===== config.mk =====
export PLATFORM = sky130hd
export DESIGN_NAME = csg_mul
export DESIGN_NICKNAME = d
export VERILOG_FILES = /design/src/rtl/csg_mul.sv
export SDC_FILE = /design/constraint.sdc
export NUM_CORES = 2
export LEC_CHECK = 0
export ABC_AREA = 1
export ABC_CLOCK_PERIOD_IN_PS = 7400
export BUFFER_PORTS_ARGS = -buffer_cell sky130_fd_sc_hd__buf_4
export CAP_MARGIN = 20
export CORE_ASPECT_RATIO = 1.2
export CORE_MARGIN = 2
export CORE_UTILIZATION = 60
export CTS_CLUSTER_DIAMETER = 50
export DETAILED_ROUTE_END_ITERATION = 10
export GPL_TIMING_DRIVEN = 0
export PLACE_DENSITY_LB_ADDON = 0.25
export SLEW_MARGIN = 20
export SYNTH_ARGS = -nofsm -noshare
export SYNTH_HDL_FRONTEND = slang
export SYNTH_SLANG_ARGS = --single-unit

===== constraint.sdc =====
create_clock -name clock -period 7.4 [get_ports clock]
set_input_delay 1.85 -clock clock [delete_from_list [all_inputs] [get_ports clock]]
set_output_delay 1.85 -clock clock [all_outputs]
set_load 0.02 [all_outputs]

===== src/rtl/csg_mul.sv =====
module csg_mul (
   input  logic               clock,
   input  logic signed [31:0] a,
   input  logic signed [17:0] b,
   output logic signed [49:0] p
);

   logic signed [49:0] p_ff;

   // Register the product
   always_ff @(posedge clock) begin
      p_ff <= a * b;
   end

   assign p = p_ff;

endmodule


==> flow_summary_export.csv <==
group,metric,value,unit
synth,synth_fa_ha_area_share,54.9,%
outcome,status,"finished clean",
timing,hold_violations,0,
die,row_count,78,
critical_path,path_class,"in2reg",
synth,yosysTopAreaCell,"fa_1",
cts,clock-root-buffer,"clkbuf_16",
cts,clkSinkCount,50,
route,wl_per_cell,19.9,um
route,dr_total_vias,19300,
critical_path,endpoint_kind,"flip-flop",
synth,synth_cell_types,30,
timing,worst_pin_slew,0.721,ns
cells_and_area,layout-drive-gt1-share,8.26,%
grt,grt_usage,38.6,%
synth,avgSynthCellArea,7.44,sq um
route,drt_iter0_drc,1689,
synth,synth_flop_cell,"dfxtp_1",
synth,synth-simple-area-share,20.1,%
synth,yosys.area.top_type_share,48.3,%
grt,grt_first_pass_wirelength,114,mm
synth,yosys-top-cells-count,"inv_1, nand2_1, fa_1",
cells_and_area,antenna_cells,0,
grt,antenna_found_initial,0,
cts,htree_levels,2,
synth,syn_inst,3080,
timing,min_period,7.27,ns
synth,yosys_register_bits,50,
synth,yosys_warnings,0,
cts,tritoncts,"done",
grt,grt_overflow,0,
route,wl,72.4,mm
timing,slew_violations,0,
synth,synth-edff-count,0,
grt,grt_max_degree,17,
timing,rsz0062_at_grt,"no",
timing,max_clock_freq,138,MHz
cells_and_area,largest_reg_flops,50,
timing,fin_crit_sh,98.3,%
die,core_area,37800,sq um
cts,holdBufCountCts,0,
synth,synth_nets,3805,
place,dp.final_hpwl,62.5,mm
critical_path,cp.arrival,7.45,ns
timing,setup_viol,0,
synth,synth.area.top_cells,"fa_1, inv_1, nand2_1, ha_1, dfxtp_1",
critical_path,crit_path_max_fanout,10,
die,initial_core_util,60.7,%
die,die_y,218,um
route,drc_errors,0,
timing,relSlewSlack,51.9,%
synth,synth_most_common_cell,"inv_1",
cells_and_area,n_fill_cell,3432,
cts,clkTransAtPathRegs,0.07,ns
hold_path,min_path_type,"in2reg",
route,via_per_inst,5.30,
place,io_buffers,68,
cells_and_area,post-route-util,64.8,%
cts,numCtsBuffers,5,
cells_and_area,syn_to_final_growth,6.77,%
critical_path,cp-start-kind,"primary input",
synth,synth_compound_area_share,0.999,%
synth,synth_area,22900,sq um
place,place_congestion,0.991,
critical_path,required,7.58,ns
synth,synth_top_family_by_area,"adder cells",
job,drv_cap,0,
synth,synthArstFlopShare,0,%
synth,synthXorXnorAreaFrac,0.994,%
cts,clockBufferDepth,2,
route,firstDrtPassIters,5,
die,fp.dieW,182,um
synth,synth.yosys.seq_area_share,4.37,%
die,io_pins,101,
grt,grt_pass1_vias,20500,
synth,muxShareOfSynthArea,0,%
die,dieArea,39800,sq um
route,antenna_left,0,
cells_and_area,fin_nets,3882,
## cell usage in the layout (no fill, tap or decap), types with 7 or more instances in the layout
master	instances
inv_1	1017
nand2_1	943
fa_1	550
ha_1	115
nor2_1	84
buf_4	81
clkbuf_2	73
nand3_1	56
dfxtp_1	50
a21oi_1	25
xor2_1	23
nor2_2	21
buf_2	15
nand2_2	15
clkbuf_4	13
nand4_1	12
or2_2	7
## repair_timing
item,in CTS,in global routing
gates resized for setup,68,173
buffers inserted,3,0
endpoints found under the hold margin,0,0
endpoints found under the setup margin,35,34
pin swaps,1,0
gates cloned,0,0
## per-layer routing
metal / share of wire [%] / track usage, % / wire, um / up-vias
met5: 0 / 0 / 0 / -
met4: 7.5 / 23.1 / 5460 / 0
met3: 8.5 / 6.47 / 6150 / 278
met2: 48 / 65.5 / 34500 / 951
met1: 36 / 46.5 / 26300 / 9495
li1: - / - / - / 8541
## metrics by stage
| stage | hold WS [ns] | cells | setup WS (ns) | TNS [ns] | area (sq um) |
|---|---|---|---|---|---|
| after global routing | 2.08 | 3638 | 0.00423 | 0 | 24500 |
| after global placement | 2.26 | 3628 | -0.958 | -23.97 | 24000 |
| after detailed placement | 2.26 | 3628 | -1.02 | -25.50 | 24000 |
| after CTS | 2.07 | 3638 | 0.00275 | 0 | 24300 |
| after floorplan | 2.16 | 3080 | 0.338 | 0 | 22900 |
| final | 2.07 | 3638 | 0.129 | 0 | 24500 |
## critical path: stages
cell,delay (ns)
buf_4,0.15
clkbuf_1,0.49
nand2_1,0.14
fa_1,0.51
inv_1,0.05
fa_1,0.57
fa_1,0.44
fa_1,0.46
fa_1,0.49
inv_1,0.05
fa_1,0.62
inv_1,0.09
ha_1,0.40
nand2_1,0.12
nand2_1,0.15
a21oi_2,0.24
nor2_1,0.06
nor2_1,0.17
nor2_1,0.06
nor2_1,0.12
nand2_1,0.07
nand2_1,0.06
nand2_1,0.07
## worst paths after layout
kind	from	to	slack (ns)	depth (start not counted)
hold / removal	a[0]	p[0]	2.07	3
setup / recovery	b[14]	p[36]	0.13	23
## cell families after synthesis
logic type                 after synthesis
xor gates and xnor gates                26
adders and majority gates              674
and+or+nand+nor                       1152
buffers and inverters                 1140
AOI/OAI and AO/OA                       38
DFF                                     50
## final cells by class
class                   instances  area, sq um  share of cell area (%)
well taps                     480          601                    2.45
flip-flops and latches         50         1000                    4.09
multi-input cells            1890        17700                    72.3
repair buffers                 71          533                    2.18
clock buffers                   5          125                   0.511
plain buffers                 117          643                    2.63
clock inverters                 3         43.8                   0.179
inverters                    1022         3840                    15.7
Power is not shown: default switching activity piles up to over one toggle a cycle in this logic, so the estimate is an artifact.
